**config.mk**
```make
export PLATFORM = sky130hd
export DESIGN_NAME = internet_checksum_pseudo_header_unit_flat
export DESIGN_NICKNAME = d
export VERILOG_FILES = /design/src/icph_pkg.sv /design/src/icph_in_if.sv /design/src/icph_out_if.sv /design/src/icph_cfg_if.sv /design/src/icph_accum.sv /design/src/icph_final.sv /design/src/internet_checksum_pseudo_header_unit.sv /design/src/flat_wrapper.sv
export SDC_FILE = /design/constraint.sdc
export NUM_CORES = 1
export LEC_CHECK = 0
export BUFFER_PORTS_ARGS = -buffer_cell sky130_fd_sc_hd__buf_2
export CELL_PAD_IN_SITES_DETAIL_PLACEMENT = 1
export CELL_PAD_IN_SITES_GLOBAL_PLACEMENT = 2
export CORE_UTILIZATION = 42
export DETAILED_ROUTE_END_ITERATION = 12
export PLACE_DENSITY = 0.89
export SYNTH_ARGS = -nofsm -noshare
export SYNTH_HDL_FRONTEND = slang
export SYNTH_SLANG_ARGS = --single-unit
```
**constraint.sdc**
```tcl
create_clock -name clk -period 16.3 [get_ports clk]
set_clock_uncertainty 0.15 [all_clocks]
set_input_delay 4.89 -clock clk [delete_from_list [all_inputs] [get_ports clk]]
set_output_delay 4.89 -clock clk [all_outputs]
set_load 0.02 [all_outputs]
```
**src/icph_pkg.sv**
```systemverilog
// Shared types, register indexes and ones' complement helper for the
// internet checksum pseudo-header unit. No dependencies.
package icph_pkg;

  localparam int unsigned CfgIdxW  = 8;
  localparam int unsigned CfgDataW = 8;

  typedef logic [CfgIdxW-1:0]  cfg_idx_t;
  typedef logic [CfgDataW-1:0] cfg_data_t;

  localparam cfg_idx_t REG_PSEUDO_ENABLE = cfg_idx_t'(0);
  localparam cfg_idx_t REG_ZERO_ADJUST   = cfg_idx_t'(1);

  // Packet totals handed from the accumulator to the final stage.
  typedef struct packed {
    logic [15:0] sum;
    logic [15:0] byte_count;
    logic [15:0] protocol_word;
  } fin_t;

  typedef struct packed {
    logic pseudo_enable;
    logic zero_adjust;
  } cfg_t;

  // 16-bit add with end-around carry.
  function automatic logic [15:0] oc_add(input logic [15:0] a, input logic [15:0] b);
    logic [16:0] s;
    s = {1'b0, a} + {1'b0, b};
    return s[15:0] + {15'd0, s[16]};
  endfunction

endpackage

```
**src/icph_in_if.sv**
```systemverilog
// Input channel of the checksum unit: one packet byte per word.
// Depends on nothing.
interface icph_in_if;
  logic        valid;
  logic        ready;
  logic        func;
  logic [7:0]  data_byte;
  logic        last;
  logic [15:0] protocol_word;

  modport source(output valid, func, data_byte, last, protocol_word, input ready);
  modport sink(input valid, func, data_byte, last, protocol_word, output ready);
endinterface

```
**src/icph_out_if.sv**
```systemverilog
// Result channel of the checksum unit: one checksum per packet.
// Depends on nothing.
interface icph_out_if;
  logic        valid;
  logic        ready;
  logic [15:0] checksum;

  modport source(output valid, checksum, input ready);
  modport sink(input valid, checksum, output ready);
endinterface

```
**src/icph_cfg_if.sv**
```systemverilog
// Configuration write channel of the checksum unit.
// Depends on icph_pkg for index and data widths.
interface icph_cfg_if;
  logic                valid;
  logic                ready;
  icph_pkg::cfg_idx_t  index;
  icph_pkg::cfg_data_t data;

  modport source(output valid, index, data, input ready);
  modport sink(input valid, index, data, output ready);
endinterface

```
**src/icph_accum.sv**
```systemverilog
// Input register and running ones' complement accumulator; emits the packet
// totals on the last byte. Depends on icph_pkg and icph_in_if.
module icph_accum (
  input  logic           clk,
  input  logic           rst_n,
  icph_in_if.sink        in_ch,
  output logic           fin_valid,
  output icph_pkg::fin_t fin_word,
  input  logic           fin_ready
);
  import icph_pkg::*;

  logic        in_v_r, in_v_nxt;
  logic        in_func_r;
  logic [7:0]  in_byte_r;
  logic        in_last_r;
  logic [15:0] in_proto_r;

  logic [15:0] acc_r, acc_nxt;
  logic        pay_odd_r, pay_odd_nxt;
  logic        addr_odd_r, addr_odd_nxt;
  logic [15:0] cnt_r, cnt_nxt;

  logic        fin_v_r, fin_v_nxt;
  fin_t        fin_r;

  logic        take;
  logic        odd;
  logic [15:0] word;
  logic [15:0] acc_sum;
  logic [15:0] cnt_sum;

  // A last byte needs room in the totals register; others never stall.
  assign take        = in_v_r && (!in_last_r || !fin_v_r || fin_ready);
  assign in_ch.ready = !in_v_r || take;

  assign odd     = in_func_r ? addr_odd_r : pay_odd_r;
  assign word    = odd ? {8'h00, in_byte_r} : {in_byte_r, 8'h00};
  assign acc_sum = oc_add(acc_r, word);
  assign cnt_sum = in_func_r ? cnt_r : cnt_r + 16'd1;

  always_comb begin
    in_v_nxt     = in_ch.ready ? in_ch.valid : in_v_r;
    acc_nxt      = acc_r;
    pay_odd_nxt  = pay_odd_r;
    addr_odd_nxt = addr_odd_r;
    cnt_nxt      = cnt_r;
    fin_v_nxt    = fin_v_r && !fin_ready;
    if (take) begin
      if (in_last_r) begin
        acc_nxt      = '0;
        pay_odd_nxt  = 1'b0;
        addr_odd_nxt = 1'b0;
        cnt_nxt      = '0;
        fin_v_nxt    = 1'b1;
      end else begin
        acc_nxt      = acc_sum;
        pay_odd_nxt  = pay_odd_r ^ !in_func_r;
        addr_odd_nxt = addr_odd_r ^ in_func_r;
        cnt_nxt      = cnt_sum;
      end
    end
  end

  always_ff @(posedge clk) begin
    if (!rst_n) begin
      in_v_r     <= 1'b0;
      acc_r      <= '0;
      pay_odd_r  <= 1'b0;
      addr_odd_r <= 1'b0;
      cnt_r      <= '0;
      fin_v_r    <= 1'b0;
    end else begin
      in_v_r     <= in_v_nxt;
      acc_r      <= acc_nxt;
      pay_odd_r  <= pay_odd_nxt;
      addr_odd_r <= addr_odd_nxt;
      cnt_r      <= cnt_nxt;
      fin_v_r    <= fin_v_nxt;
    end
  end

  always_ff @(posedge clk) begin
    if (in_ch.ready && in_ch.valid) begin
      in_func_r  <= in_ch.func;
      in_byte_r  <= in_ch.data_byte;
      in_last_r  <= in_ch.last;
      in_proto_r <= in_ch.protocol_word;
    end
    if (take && in_last_r) begin
      fin_r.sum           <= acc_sum;
      fin_r.byte_count    <= cnt_sum;
      fin_r.protocol_word <= in_proto_r;
    end
  end

  assign fin_valid = fin_v_r;
  assign fin_word  = fin_r;

endmodule

```
**src/icph_final.sv**
```systemverilog
// Pseudo-header terms, zero adjustment, complement and result register.
// Depends on icph_pkg and icph_out_if.
module icph_final (
  input  logic           clk,
  input  logic           rst_n,
  input  icph_pkg::cfg_t cfg,
  input  logic           fin_valid,
  input  icph_pkg::fin_t fin_word,
  output logic           fin_ready,
  icph_out_if.source     out_ch
);
  import icph_pkg::*;

  logic        out_v_r, out_v_nxt;
  logic [15:0] chk_r;
  logic [15:0] s_proto;
  logic [15:0] s_len;
  logic [15:0] s_adj;

  assign fin_ready = !out_v_r || out_ch.ready;

  assign s_proto = cfg.pseudo_enable ? oc_add(fin_word.sum, fin_word.protocol_word)
                                     : fin_word.sum;
  assign s_len   = cfg.pseudo_enable ? oc_add(s_proto, fin_word.byte_count) : s_proto;
  // Adding 0xffff end-around leaves a nonzero value as is and maps zero to 0xffff.
  assign s_adj   = (cfg.zero_adjust && s_len == 16'h0000) ? 16'hffff : s_len;

  assign out_v_nxt = fin_ready ? fin_valid : out_v_r;

  always_ff @(posedge clk) begin
    if (!rst_n) begin
      out_v_r <= 1'b0;
    end else begin
      out_v_r <= out_v_nxt;
    end
  end

  always_ff @(posedge clk) begin
    if (fin_ready && fin_valid) begin
      chk_r <= ~s_adj;
    end
  end

  assign out_ch.valid    = out_v_r;
  assign out_ch.checksum = chk_r;

endmodule

```
**src/internet_checksum_pseudo_header_unit.sv**
```systemverilog
// Internet checksum (RFC 1071) over a byte stream with optional pseudo-header
// and RFC 1624 terms. Depends on icph_pkg, the channel interfaces,
// icph_accum and icph_final.
//
// Usage:
//   in_ch  : one byte per word (func, data_byte, last, protocol_word).
//   out_ch : one checksum word per packet, after the byte flagged last.
//   cfg_ch : register writes (0 pseudo_enable, 1 zero_adjust); bit 0 of data
//            is used, other indexes are dropped. Always ready. Write only
//            while no packet is in flight.
// Throughput: one byte per cycle, back to back across packets, unless a final
//   byte waits (see Stall). Path: the last byte goes from the input register
//   via the totals register to the result register, which holds the checksum.
// Per-byte loops: the accumulator end-around carry add, byte counter, odd flags.
// Reset clears all packet state, sets pseudo_enable=0, zero_adjust=1.
// Stall: a held result keeps its value; non-final bytes keep flowing, and a
//   final byte waits only while both the totals and result registers are full.
module internet_checksum_pseudo_header_unit (
  input  logic       clk,
  input  logic       rst_n,
  icph_in_if.sink    in_ch,
  icph_out_if.source out_ch,
  icph_cfg_if.sink   cfg_ch
);
  import icph_pkg::*;

  cfg_t cfg_r, cfg_nxt;
  logic fin_valid;
  logic fin_ready;
  fin_t fin_word;

  assign cfg_ch.ready = 1'b1;

  always_comb begin
    cfg_nxt = cfg_r;
    if (cfg_ch.valid) begin
      unique case (cfg_ch.index)
        REG_PSEUDO_ENABLE: cfg_nxt.pseudo_enable = cfg_ch.data[0];
        REG_ZERO_ADJUST:   cfg_nxt.zero_adjust   = cfg_ch.data[0];
        default:           cfg_nxt = cfg_r;
      endcase
    end
  end

  always_ff @(posedge clk) begin
    if (!rst_n) begin
      cfg_r.pseudo_enable <= 1'b0;
      cfg_r.zero_adjust   <= 1'b1;
    end else begin
      cfg_r <= cfg_nxt;
    end
  end

  icph_accum u_accum (
    .clk       (clk),
    .rst_n     (rst_n),
    .in_ch     (in_ch),
    .fin_valid (fin_valid),
    .fin_word  (fin_word),
    .fin_ready (fin_ready)
  );

  icph_final u_final (
    .clk       (clk),
    .rst_n     (rst_n),
    .cfg       (cfg_r),
    .fin_valid (fin_valid),
    .fin_word  (fin_word),
    .fin_ready (fin_ready),
    .out_ch    (out_ch)
  );

`ifndef SYNTHESIS
  a_reset_empty: assert property (@(posedge clk) !rst_n |=> !out_ch.valid && !fin_valid)
    else $error("pipeline not empty after reset");

  a_totals_hold: assert property (@(posedge clk) disable iff (!rst_n)
    fin_valid && !fin_ready |=> fin_valid && $stable(fin_word))
    else $error("packet totals lost while result stage stalled");

  a_result_source: assert property (@(posedge clk) disable iff (!rst_n)
    $rose(out_ch.valid) |-> $past(fin_valid))
    else $error("result appeared without packet totals");
`endif

endmodule
```
**src/flat_wrapper.sv**
```systemverilog
// flat-port wrapper written by rule: the top's interface ports become plain ports
module internet_checksum_pseudo_header_unit_flat import icph_pkg::*;
  (clk, rst_n, in_ch_valid, in_ch_func, in_ch_data_byte, in_ch_last, in_ch_protocol_word, in_ch_ready, out_ch_valid, out_ch_checksum, out_ch_ready, cfg_ch_valid, cfg_ch_index, cfg_ch_data, cfg_ch_ready);
  icph_in_if in_ch_i ();
  icph_out_if out_ch_i ();
  icph_cfg_if cfg_ch_i ();
  input  logic clk;
  input  logic rst_n;
  input wire logic [$bits(in_ch_i.valid)-1:0] in_ch_valid;
  input wire logic [$bits(in_ch_i.func)-1:0] in_ch_func;
  input wire logic [$bits(in_ch_i.data_byte)-1:0] in_ch_data_byte;
  input wire logic [$bits(in_ch_i.last)-1:0] in_ch_last;
  input wire logic [$bits(in_ch_i.protocol_word)-1:0] in_ch_protocol_word;
  output wire logic [$bits(in_ch_i.ready)-1:0] in_ch_ready;
  output wire logic [$bits(out_ch_i.valid)-1:0] out_ch_valid;
  output wire logic [$bits(out_ch_i.checksum)-1:0] out_ch_checksum;
  input wire logic [$bits(out_ch_i.ready)-1:0] out_ch_ready;
  input wire logic [$bits(cfg_ch_i.valid)-1:0] cfg_ch_valid;
  input wire logic [$bits(cfg_ch_i.index)-1:0] cfg_ch_index;
  input wire logic [$bits(cfg_ch_i.data)-1:0] cfg_ch_data;
  output wire logic [$bits(cfg_ch_i.ready)-1:0] cfg_ch_ready;
  assign in_ch_i.valid = in_ch_valid;
  assign in_ch_i.func = in_ch_func;
  assign in_ch_i.data_byte = in_ch_data_byte;
  assign in_ch_i.last = in_ch_last;
  assign in_ch_i.protocol_word = in_ch_protocol_word;
  assign in_ch_ready = in_ch_i.ready;
  assign out_ch_valid = out_ch_i.valid;
  assign out_ch_checksum = out_ch_i.checksum;
  assign out_ch_i.ready = out_ch_ready;
  assign cfg_ch_i.valid = cfg_ch_valid;
  assign cfg_ch_i.index = cfg_ch_index;
  assign cfg_ch_i.data = cfg_ch_data;
  assign cfg_ch_ready = cfg_ch_i.ready;
  internet_checksum_pseudo_header_unit u_core (.clk(clk), .rst_n(rst_n), .in_ch(in_ch_i), .out_ch(out_ch_i), .cfg_ch(cfg_ch_i));
endmodule
```
==> flow_metrics.env, run 1 <==
export IMPL_die_x_um=142
export IMPL_final_net_count=986
export IMPL_peakVddDrop_v=0.0000743
export IMPL_antenna_found_initial=0
export IMPL_worstSkewPairLatency_ns=0.44
export IMPL_cp_max_fo=5
export IMPL_synth_top_area_share_pct=32.8
export IMPL_crit_reg2reg_capture="u_core.u_final.out_ch.checksum[0]"
export IMPL_path_class="input port to output port"
export IMPL_setup_tns_ns=0
export IMPL_swShare_pct=27.7
export IMPL_die_area_mm2=0.0202
export IMPL_start_util_pct=43.4
export IMPL_vias=6498
export IMPL_place_area_mm2=0.00875
export IMPL_gr_usage_met3_pct=3.43
export IMPL_synth_edf_count=90
export IMPL_sequentialPowerShare_pct=44.1
export IMPL_drc=0
export IMPL_gp_congestion=0.879
export IMPL_intPower_w=0.000605
export IMPL_cts_sinks=129
export IMPL_slew_headroom_pct=31.5
export IMPL_htree_levels=4
export IMPL_leakagePower_nw=3.70
export IMPL_end_kind="output port"
export IMPL_hold_ws_ns=0.275
export IMPL_overflow=0
export IMPL_setup_viol=0
export IMPL_ys_seq_area_share_pct=42.3
export IMPL_core_mm2=0.0190
export IMPL_grtUsageTotal_pct=22.6
export IMPL_syn_nets=933
export IMPL_rrSetupSlack_ns=6.98
export IMPL_die_h_um=142
export IMPL_hold_buffers=0
export IMPL_tightestPinTransition_ns=0.999
export IMPL_yosys_area_top_type="edfxtp_1"
export IMPL_synthAdderAreaFrac_pct=9.09
export IMPL_drtAntennaViolNets=0
export IMPL_power_frac_comb_pct=11.1
export IMPL_grtUsageMet2_pct=38.7
export IMPL_fmax_mhz=93.0
export IMPL_cts_clk_slew_worst_paths_ns=0.07
export IMPL_worst_endpoint_arrival_ns=5.72
export IMPL_postCtsSetupRepairBufs=0
export IMPL_final_hold_viol_count=0
export IMPL_viasPerCell=5.63
export IMPL_synth_warnings=0
export IMPL_synth_xor_area_share_pct=8.36
export IMPL_hpwl_um=16300
export IMPL_cts_tree="done"
export IMPL_avgSynthCellArea_um2=9.94
export IMPL_cts_resized_gates=0
export IMPL_worstPathRequired_ns=11.26
export IMPL_syn_inst=828
export IMPL_p_clk_share_pct=44.7
export IMPL_design_area_mm2=0.00933
export IMPL_run_status="completed"
export IMPL_crit_start="out_ch_ready"
export IMPL_drv_slew=0
export IMPL_synth_cell_types=77
export IMPL_wl_per_cell_um=18.4
export IMPL_yosys_top_cells_area="edfxtp_1, dfxtp_1, ha_1"
export IMPL_diodes=0
export IMPL_endpoint="in_ch_ready"
export IMPL_drt_iter0_markers=377
export IMPL_gr_usage_met1_pct=29.4
export IMPL_synth_ff_type="edfxtp_1"
export IMPL_port_buffers=57
export IMPL_grt_pass1_wl_um=34800
export IMPL_drive_gt1_share_pct=13.9
export IMPL_yosys_area_share_simple_pct=19.9
export IMPL_p_sw_w=0.000232
export IMPL_synth_mux_area_share_pct=0.897
export IMPL_ys_seq_elements=129
export IMPL_async_flop_share_pct=0
export IMPL_p_total_w=0.000837
export IMPL_cts_buffers=17
export IMPL_syn2layout_area_growth_pct=13.4
export IMPL_drt_wl_total_um=21200
export IMPL_grt_max_degree=49
export IMPL_fp_row_count=50
export IMPL_period_share_pct=66.0
export IMPL_min_path_type="register to register"
export IMPL_synth_top_family_by_area="simple AND/OR/NAND/NOR gates"
export IMPL_cts_root_buf="clkbuf_16"
export IMPL_synth_compound_area_share_pct=16.7
export IMPL_drt_pass1_iterations=5
export IMPL_rsz0062_at_grt="false"
export IMPL_cp_start_kind="input port"
export IMPL_clockBufferDepth=2
export IMPL_ios=66
export IMPL_reg2reg_depth=36
export IMPL_post_route_min_period_ns=10.76
export IMPL_synthesis_area_mm2=0.00823
export IMPL_drv_cap=0
export IMPL_gr_max_usage_layer="met2"
export IMPL_grt_pass1_vias=6651
export IMPL_reg2reg_from="u_core.u_accum.fin_word[32]"
export IMPL_power_per_cell_area_mw_per_mm2=89.7
## power by group through the flow
| stage | logic [W] | registers [W] | clock network (W) |
|---|---|---|---|
| 6_report | 0.0000931 | 0.000369 | 0.000374 |
| 5_1_grt | 0.000103 | 0.000370 | 0.000394 |
| 3_3_place_gp | 0.0000898 | 0.000376 | 0 |
| 4_1_cts | 0.0000938 | 0.000369 | 0.000383 |
| 3_5_place_dp | 0.0000929 | 0.000376 | 0 |
| 2_1_floorplan | 0.0000662 | 0.000373 | 0 |
## worst min path at each step
stage                             startpoint                          end  slack [ns]  cells after the start
2_1_floorplan   u_core.u_accum.in_proto_r[0]   u_core.u_accum.fin_word[0]        0.25                      0
3_3_place_gp   u_core.u_accum.in_proto_r[13]  u_core.u_accum.fin_word[13]        0.25                      0
3_5_place_dp   u_core.u_accum.in_proto_r[15]  u_core.u_accum.fin_word[15]        0.26                      0
4_1_cts         u_core.u_accum.in_proto_r[2]   u_core.u_accum.fin_word[2]        0.27                      0
5_1_grt        u_core.u_accum.in_proto_r[13]  u_core.u_accum.fin_word[13]        0.28                      0
6_report        u_core.u_accum.in_proto_r[2]   u_core.u_accum.fin_word[2]        0.28                      0
## cell type report
type	count	area [µm²]
multi-input combinational	647	4530
timing repair buffer	63	330
fill	2150	9620
tap	260	325
clock buffer	18	439
sequential	129	3480
inverter	23	86.3
clock inverter	14	139
## metrics by stage
stage                     instances  worst slack [ns]  util (%)
final                          1154              5.54      49.2
after global routing           1154              5.46      49.2
after CTS                      1154              5.53      49.2
after detailed placement       1122              5.55      46.2
after global placement         1122              5.56      46.2
after floorplan                 828              5.85         -
## cells in the mapped netlist, drive strengths merged (10+ instances only)
library cell and count:
nand3 32, inv 22, nor2b 28, ha 55, nor3 21, buf 10
a22oi 16, and3 15, clkbuf 19, xnor2 43, a21oi 57, a211oi 12
nor2 87, xor2 33, o211ai 10, edfxtp 90, and2 12, nand3b 10
a21o 16, dfxtp 39, nand2 36, o21ai 40, or3 10
## per-layer routing
metal / part of all wire, % / vias to the layer above
met2: 49 / 102
met1: 47 / 3172
met5: 0 / -
met3: 2.7 / 22
li1: - / 3202
met4: 1.3 / 0
## sequential cells by signal, indices dropped and copies added, names as in the netlist
signal                          cells
u_core.u_accum.fin_valid            1
u_core.u_accum.in_func_r            1
u_core.u_accum.cnt_r               16
u_core.u_accum.in_last_r            1
u_core.u_accum.in_v_r               1
u_core.u_final.out_ch.valid         1
u_core.u_accum.acc_r               16
u_core.u_final.out_ch.checksum     16
u_core.u_accum.pay_odd_r            1
u_core.u_accum.fin_word            48
u_core.u_accum.in_proto_r          16
u_core.u_accum.in_byte_r            8
u_core.cfg_r                        2
u_core.u_accum.addr_odd_r           1
## logic make-up after synthesis
logic type | Yosys count
AOI/OAI and AO/OA | 206
xor gates and xnor gates | 77
adders and majority gates | 58
buffers and inverters | 52
DFF | 129
muxes | 7
other | 1
and+or+nand+nor | 298
## cell usage in the layout, fill, tap and decap left out, types with 12 or more instances in the layout
cell       count
edfxtp_1      90
nor2_1        81
buf_2         57
a21oi_1       55
ha_1          55
xnor2_1       43
dfxtp_1       39
o21ai_0       38
nand2_1       36
xor2_1        33
nand3_1       31
nor2b_1       28
inv_1         21
nor3_1        21
clkbuf_16     17
a21o_1        16
a22oi_1       16
and3_1        15
a211oi_1      12
## worst max-delay path, stage by stage
cell,delay [ns]
buf_2,0.11
nor2b_1,0.30
nand4_1,0.20
buf_2,0.22
Note: power is estimated with default switching activity, not from simulation.
==> inputs of run 2 (changes only) <==
- ABC_AREA: default -> 1
- CORE_UTILIZATION: 42 -> 36
- PLACE_DENSITY: 0.89 -> 0.85
- clock period: 16.3 -> 10.75 ns (I/O delays scaled with it)
==> flow_metrics.env, run 2 <==
export IMPL_run_status="completed"
export IMPL_synth_ff_type="edfxtp_1"
export IMPL_drt_iter0_markers=335
export IMPL_wl_per_cell_um=15.9
export IMPL_peakVddDrop_v=0.0000840
export IMPL_yosys_area_top_type="edfxtp_1"
export IMPL_cts_tree="done"
export IMPL_die_x_um=157
export IMPL_design_area_mm2=0.00991
export IMPL_postCtsSetupRepairBufs=0
export IMPL_worstSkewPairLatency_ns=0.43
export IMPL_gp_congestion=0.886
export IMPL_slowest_stage="fa_1"
export IMPL_synth_top_area_share_pct=31.1
export IMPL_slew_headroom_pct=23.1
export IMPL_viasPerCell=4.96
export IMPL_antenna_found_initial=0
export IMPL_cp_max_fo=16
export IMPL_worstPathRequired_ns=10.75
export IMPL_final_core_util_pct=42.1
export IMPL_grt_pass1_vias=7953
export IMPL_leakagePower_nw=4.58
export IMPL_setup_tns_ns=0
export IMPL_fmax_mhz=117
export IMPL_max_stage_delay_ns=0.40
export IMPL_drc=0
export IMPL_hpwl_um=19800
export IMPL_setup_viol=0
export IMPL_diodes=0
export IMPL_ys_seq_elements=129
export IMPL_grtUsageTotal_pct=21.4
export IMPL_rsz0062_at_grt="false"
export IMPL_yosysMostFrequentCell="nand2_1"
export IMPL_syn_nets=1265
export IMPL_cts_buffers=17
export IMPL_netlist_top_cells_count="nand2_1, inv_1, nor2_1"
export IMPL_synth_edf_count=90
export IMPL_syn2layout_area_growth_pct=14.1
export IMPL_final_common_cell="nand2_1"
export IMPL_fp_row_count=56
export IMPL_min_path_type="register to register"
export IMPL_worst_endpoint_arrival_ns=8.53
export IMPL_synth_cell_types=46
export IMPL_p_clk_share_pct=45.7
export IMPL_syn_inst=1160
export IMPL_avgSynthCellArea_um2=7.49
export IMPL_yosys_top_cells_area="edfxtp_1, nand2_1, dfxtp_1"
export IMPL_swShare_pct=27.8
export IMPL_ys_seq_area_share_pct=40.1
export IMPL_end_kind="register"
export IMPL_grt_max_degree=50
export IMPL_ios=66
export IMPL_synthesis_area_mm2=0.00869
export IMPL_intPower_w=0.000944
export IMPL_hold_buffers=0
export IMPL_cp_start_kind="register"
export IMPL_mostFrequentLayoutCells="nand2_1, inv_1, nor2_1"
export IMPL_vias=7712
export IMPL_htree_levels=4
export IMPL_post_route_min_period_ns=8.53
export IMPL_period_share_pct=79.4
export IMPL_cts_sinks=129
export IMPL_power_frac_comb_pct=11.9
export IMPL_final_hold_viol_count=0
export IMPL_sequentialPowerShare_pct=42.4
export IMPL_clockBufferDepth=2
export IMPL_tightestPinTransition_ns=1.15
export IMPL_synth_warnings=0
export IMPL_drive_gt1_share_pct=9.64
export IMPL_async_flop_share_pct=0
export IMPL_power_per_cell_area_mw_per_mm2=132
export IMPL_path_class="register to register"
export IMPL_drt_wl_total_um=24700
export IMPL_final_net_count=1327
export IMPL_start_util_pct=36.9
export IMPL_drv_cap=0
export IMPL_path_common_cell="nand2_1"
export IMPL_die_h_um=157
export IMPL_drtAntennaViolNets=0
export IMPL_port_buffers=57
export IMPL_hold_ws_ns=0.275
export IMPL_drv_slew=0
export IMPL_core_mm2=0.0235
export IMPL_cts_resized_gates=0
export IMPL_place_area_mm2=0.00932
export IMPL_die_area_mm2=0.0248
export IMPL_cts_clk_slew_worst_paths_ns=0.06
export IMPL_largest_reg_flops=48
export IMPL_drt_pass1_iterations=5
export IMPL_overflow=0
export IMPL_p_sw_w=0.000363
export IMPL_cts_root_buf="clkbuf_16"
export IMPL_grt_pass1_wl_um=40300
==> run 2: cell count changes in the layout (fill, tap and decap cells not counted), sizes merged, moves of 14 or more <==
cell	delta
nor2	+49
inv	+130
a21o	-15
nand3	+63
a22oi	-16
nand4	+22
nor2b	-28
a21oi	+37
nand2	+289
and3	-14
xnor2	-27
==> run 2: cell type report <==
type	instances	area (µm²)
Tap cell	319	399
Fill cell	2968	13600
Multi-Input combinational cell	857	4530
Clock inverter	15	171
Timing Repair Buffer	62	323
Clock buffer	17	425
Inverter	155	582
Sequential cell	129	3480
==> run 2: worst paths after layout <==
path | from | endpoint | slack (ns) | depth (start not counted)
worst max-delay path | u_core.u_accum.fin_word[32] | u_core.u_final.out_ch.checksum[2] | 2.22 | 47
worst min-delay path | u_core.u_accum.in_proto_r[11] | u_core.u_accum.fin_word[11] | 0.27 | 0
worst max register to register | u_core.u_accum.fin_word[32] | u_core.u_final.out_ch.checksum[2] | 2.22 | 47
worst min register to register | u_core.u_accum.in_proto_r[11] | u_core.u_accum.fin_word[11] | 0.27 | 0
==> run 2: layer usage <==
metal | vias up | global-route usage (%) | share of wire, %
li1 | 3942 | - | -
met1 | 3630 | 27.0 | 47
met2 | 107 | 37.3 | 48
met3 | 33 | 3.19 | 2.6
met4 | 0 | 6.89 | 2.1
met5 | - | 0 | 0
==> run 2: cells by family (layout without fill, tap and decap cells) <==
kind of cell               after synthesis  count (layout)  share of synthesized area [%]
other                                    1               1                         0.0432
buffers and inverters                  174             249                           7.78
AOI/OAI and AO/OA                      142             142                           8.74
DFF                                    129             129                           40.1
muxes                                    1               1                          0.115
adders and majority gates               58              58                           8.61
xor gates and xnor gates                44              44                           4.44
and+or+nand+nor                        611             611                           30.2
==> run 2: worst max-delay path: cells and delay by family (launching register included) <==
kind / cells / cell delay, ns
and+or+nand+nor: 27 / 3.70
adders and majority gates: 7 / 1.83
AOI/OAI and AO/OA: 7 / 1.61
buffers and inverters: 6 / 0.60
DFF: 1 / 0.35
==> run 2: power groups by stage <==
| stage | Clock (W) | Sequential, W | Combinational (W) |
|---|---|---|---|
| 3_3_place_gp | 0 | 0.000564 | 0.000151 |
| 5_1_grt | 0.000624 | 0.000555 | 0.000176 |
| 4_1_cts | 0.000607 | 0.000554 | 0.000157 |
| 2_1_floorplan | 0 | 0.000562 | 0.000108 |
| 6_report | 0.000597 | 0.000554 | 0.000155 |
| 3_5_place_dp | 0 | 0.000565 | 0.000155 |
==> run 2: stage by stage <==
step | cells | power, W | setup slack, ns
global route | 1554 | 0.00136 | 1.31
finish | 1554 | 0.00131 | 2.22
floorplan | 1160 | 0.000670 | 3.62
CTS | 1554 | 0.00132 | 2.22
detailed placement | 1522 | 0.000720 | 2.27
global placement | 1522 | 0.000715 | 2.48
==> inputs of run 3 (changes only) <==
- CORE_UTILIZATION: 36 -> 32
- PLACE_DENSITY: 0.85 -> 0.8
- clock period: 10.75 -> 6.83 ns (I/O delays scaled with it)
==> flow_metrics.env, run 3 (synthesis gave the netlist of run 2 again) <==
export IMPL_run_status="completed"
export IMPL_intPower_w=0.00148
export IMPL_cp_max_fo=4
export IMPL_drt_iter0_markers=340
export IMPL_vias=8266
export IMPL_rrSetupSlack_ns=0.19
export IMPL_worstPathRequired_ns=6.86
export IMPL_layout_cells_non_filler=1700
export IMPL_grt_max_degree=44
export IMPL_power_per_cell_area_mw_per_mm2=182
export IMPL_tightestPinTransition_ns=1.12
export IMPL_sequentialPowerShare_pct=42.7
export IMPL_worstSkewPairLatency_ns=0.43
export IMPL_grt_pass1_wl_um=43000
export IMPL_min_path_type="register to register"
export IMPL_top_layer="met4"
export IMPL_cts_root_buf="clkbuf_16"
export IMPL_die_area_mm2=0.0278
export IMPL_rsz0062_at_grt="true"
export IMPL_cts_sinks=129
export IMPL_p_clk_share_pct=43.1
export IMPL_dp_cells=1634
export IMPL_power_frac_comb_pct=14.1
export IMPL_ios=66
export IMPL_htree_levels=4
export IMPL_setup_viol=0
export IMPL_mostFrequentLayoutCells="nand2_1, inv_1, buf_4"
export IMPL_holdPathStages=0
export IMPL_postLayoutSetupSlackWorst_ns=0.191
export IMPL_final_net_count=1457
export IMPL_largest_reg_flops=48
export IMPL_slew_headroom_pct=25.3
export IMPL_path_class="register to register"
export IMPL_critical_path_top_delay_family="simple AND/OR/NAND/NOR gates"
export IMPL_dp_slack_ns=-0.587
export IMPL_fmax_mhz=151
export IMPL_swShare_pct=27.7
export IMPL_cts_clk_slew_worst_paths_ns=0.06
export IMPL_place_area_mm2=0.0101
export IMPL_p_sw_w=0.000565
export IMPL_drv_slew=0
export IMPL_m1WireLength_um=12400
export IMPL_period_share_pct=97.2
export IMPL_leakagePower_nw=5.21
export IMPL_start_util_pct=33.0
export IMPL_end_kind="register"
export IMPL_post_route_min_period_ns=6.64
export IMPL_p_total_w=0.00204
export IMPL_viasPerCell=4.86
export IMPL_worst_endpoint_arrival_ns=6.67
export IMPL_grt_pass1_vias=8634
export IMPL_wl_met3_um=600
export IMPL_core_mm2=0.0264
export IMPL_drc=0
export IMPL_drive_gt1_share_pct=22.9
export IMPL_fp_row_count=59
export IMPL_gp_congestion=0.842
export IMPL_cp_start_kind="register"
export IMPL_port_buffers=57
export IMPL_crit_cells=48
export IMPL_drv_cap=0
export IMPL_path_common_cell="nand2_2"
export IMPL_cts_tree="done"
export IMPL_die_h_um=167
export IMPL_diodes=0
export IMPL_hpwl_um=20800
export IMPL_setup_tns_ns=0
export IMPL_clockBufferDepth=2
export IMPL_path_buf_inv=7
export IMPL_syn2layout_area_growth_pct=28.9
export IMPL_design_area_mm2=0.0112
export IMPL_antenna_found_initial=0
export IMPL_slowest_stage="edfxtp_1"
export IMPL_grtUsageTotal_pct=19.7
export IMPL_met2WireLength_um=13100
export IMPL_final_common_cell="nand2_1"
export IMPL_drt_pass1_iterations=6
export IMPL_peakVddDrop_v=0.000116
export IMPL_overflow=0
export IMPL_wl_per_cell_um=15.7
export IMPL_reg2reg_depth=48
export IMPL_die_x_um=167
export IMPL_final_hold_viol_count=0
export IMPL_cts_buffers=17
export IMPL_drt_wl_total_um=26600
export IMPL_drtAntennaViolNets=0
export IMPL_max_stage_delay_ns=0.35
[run 3: final cells by class]
class / instances / area [µm²]
flip-flops and latches: 129 / 3480
fillers: 3225 / 15200
repair buffers: 192 / 1320
clock inverters: 13 / 115
well taps: 335 / 419
inverters: 155 / 582
clock buffers: 19 / 443
multi-input cells: 857 / 4830
[run 3: what timing repair did]
item                                    CTS  global route
endpoints found under the setup margin   16            16
buffers inserted                         24            12
pin swaps                                30            43
hold buffers                              0             0
gates cloned                              1             0
gates resized for setup                  41            52
[run 3: metal layers]
| layer | vias up | track usage, % |
|---|---|---|
| met5 | - | 0 |
| met4 | 0 | 5.88 |
| met3 | 29 | 2.47 |
| met2 | 120 | 35.2 |
| met1 | 3910 | 24.6 |
| li1 | 4207 | - |
[run 3: through the flow]
stage / utilization (%) / hold WS [ns]
after global placement: 38.2 / 0.255
after detailed placement: 38.2 / 0.256
after CTS: 41.5 / 0.271
after floorplan: - / 0.250
final: 42.5 / 0.269
after global routing: 42.5 / 0.275
[run 3: final timing paths]
path	start	to
setup / recovery	u_core.u_accum.fin_word[32]	u_core.u_final.out_ch.checksum[2]
hold / removal	u_core.u_accum.in_proto_r[6]	u_core.u_accum.fin_word[6]
setup reg to reg	u_core.u_accum.fin_word[32]	u_core.u_final.out_ch.checksum[2]
hold reg to reg	u_core.u_accum.in_proto_r[6]	u_core.u_accum.fin_word[6]
[run 3: power by group through the flow]
stage / Sequential, W / Combinational (W) / Clock (W)
6_report: 0.000872 / 0.000288 / 0.000880
5_1_grt: 0.000873 / 0.000324 / 0.000926
4_1_cts: 0.000872 / 0.000280 / 0.000894
3_5_place_dp: 0.000889 / 0.000269 / 0
3_3_place_gp: 0.000888 / 0.000263 / 0
2_1_floorplan: 0.000885 / 0.000170 / 0
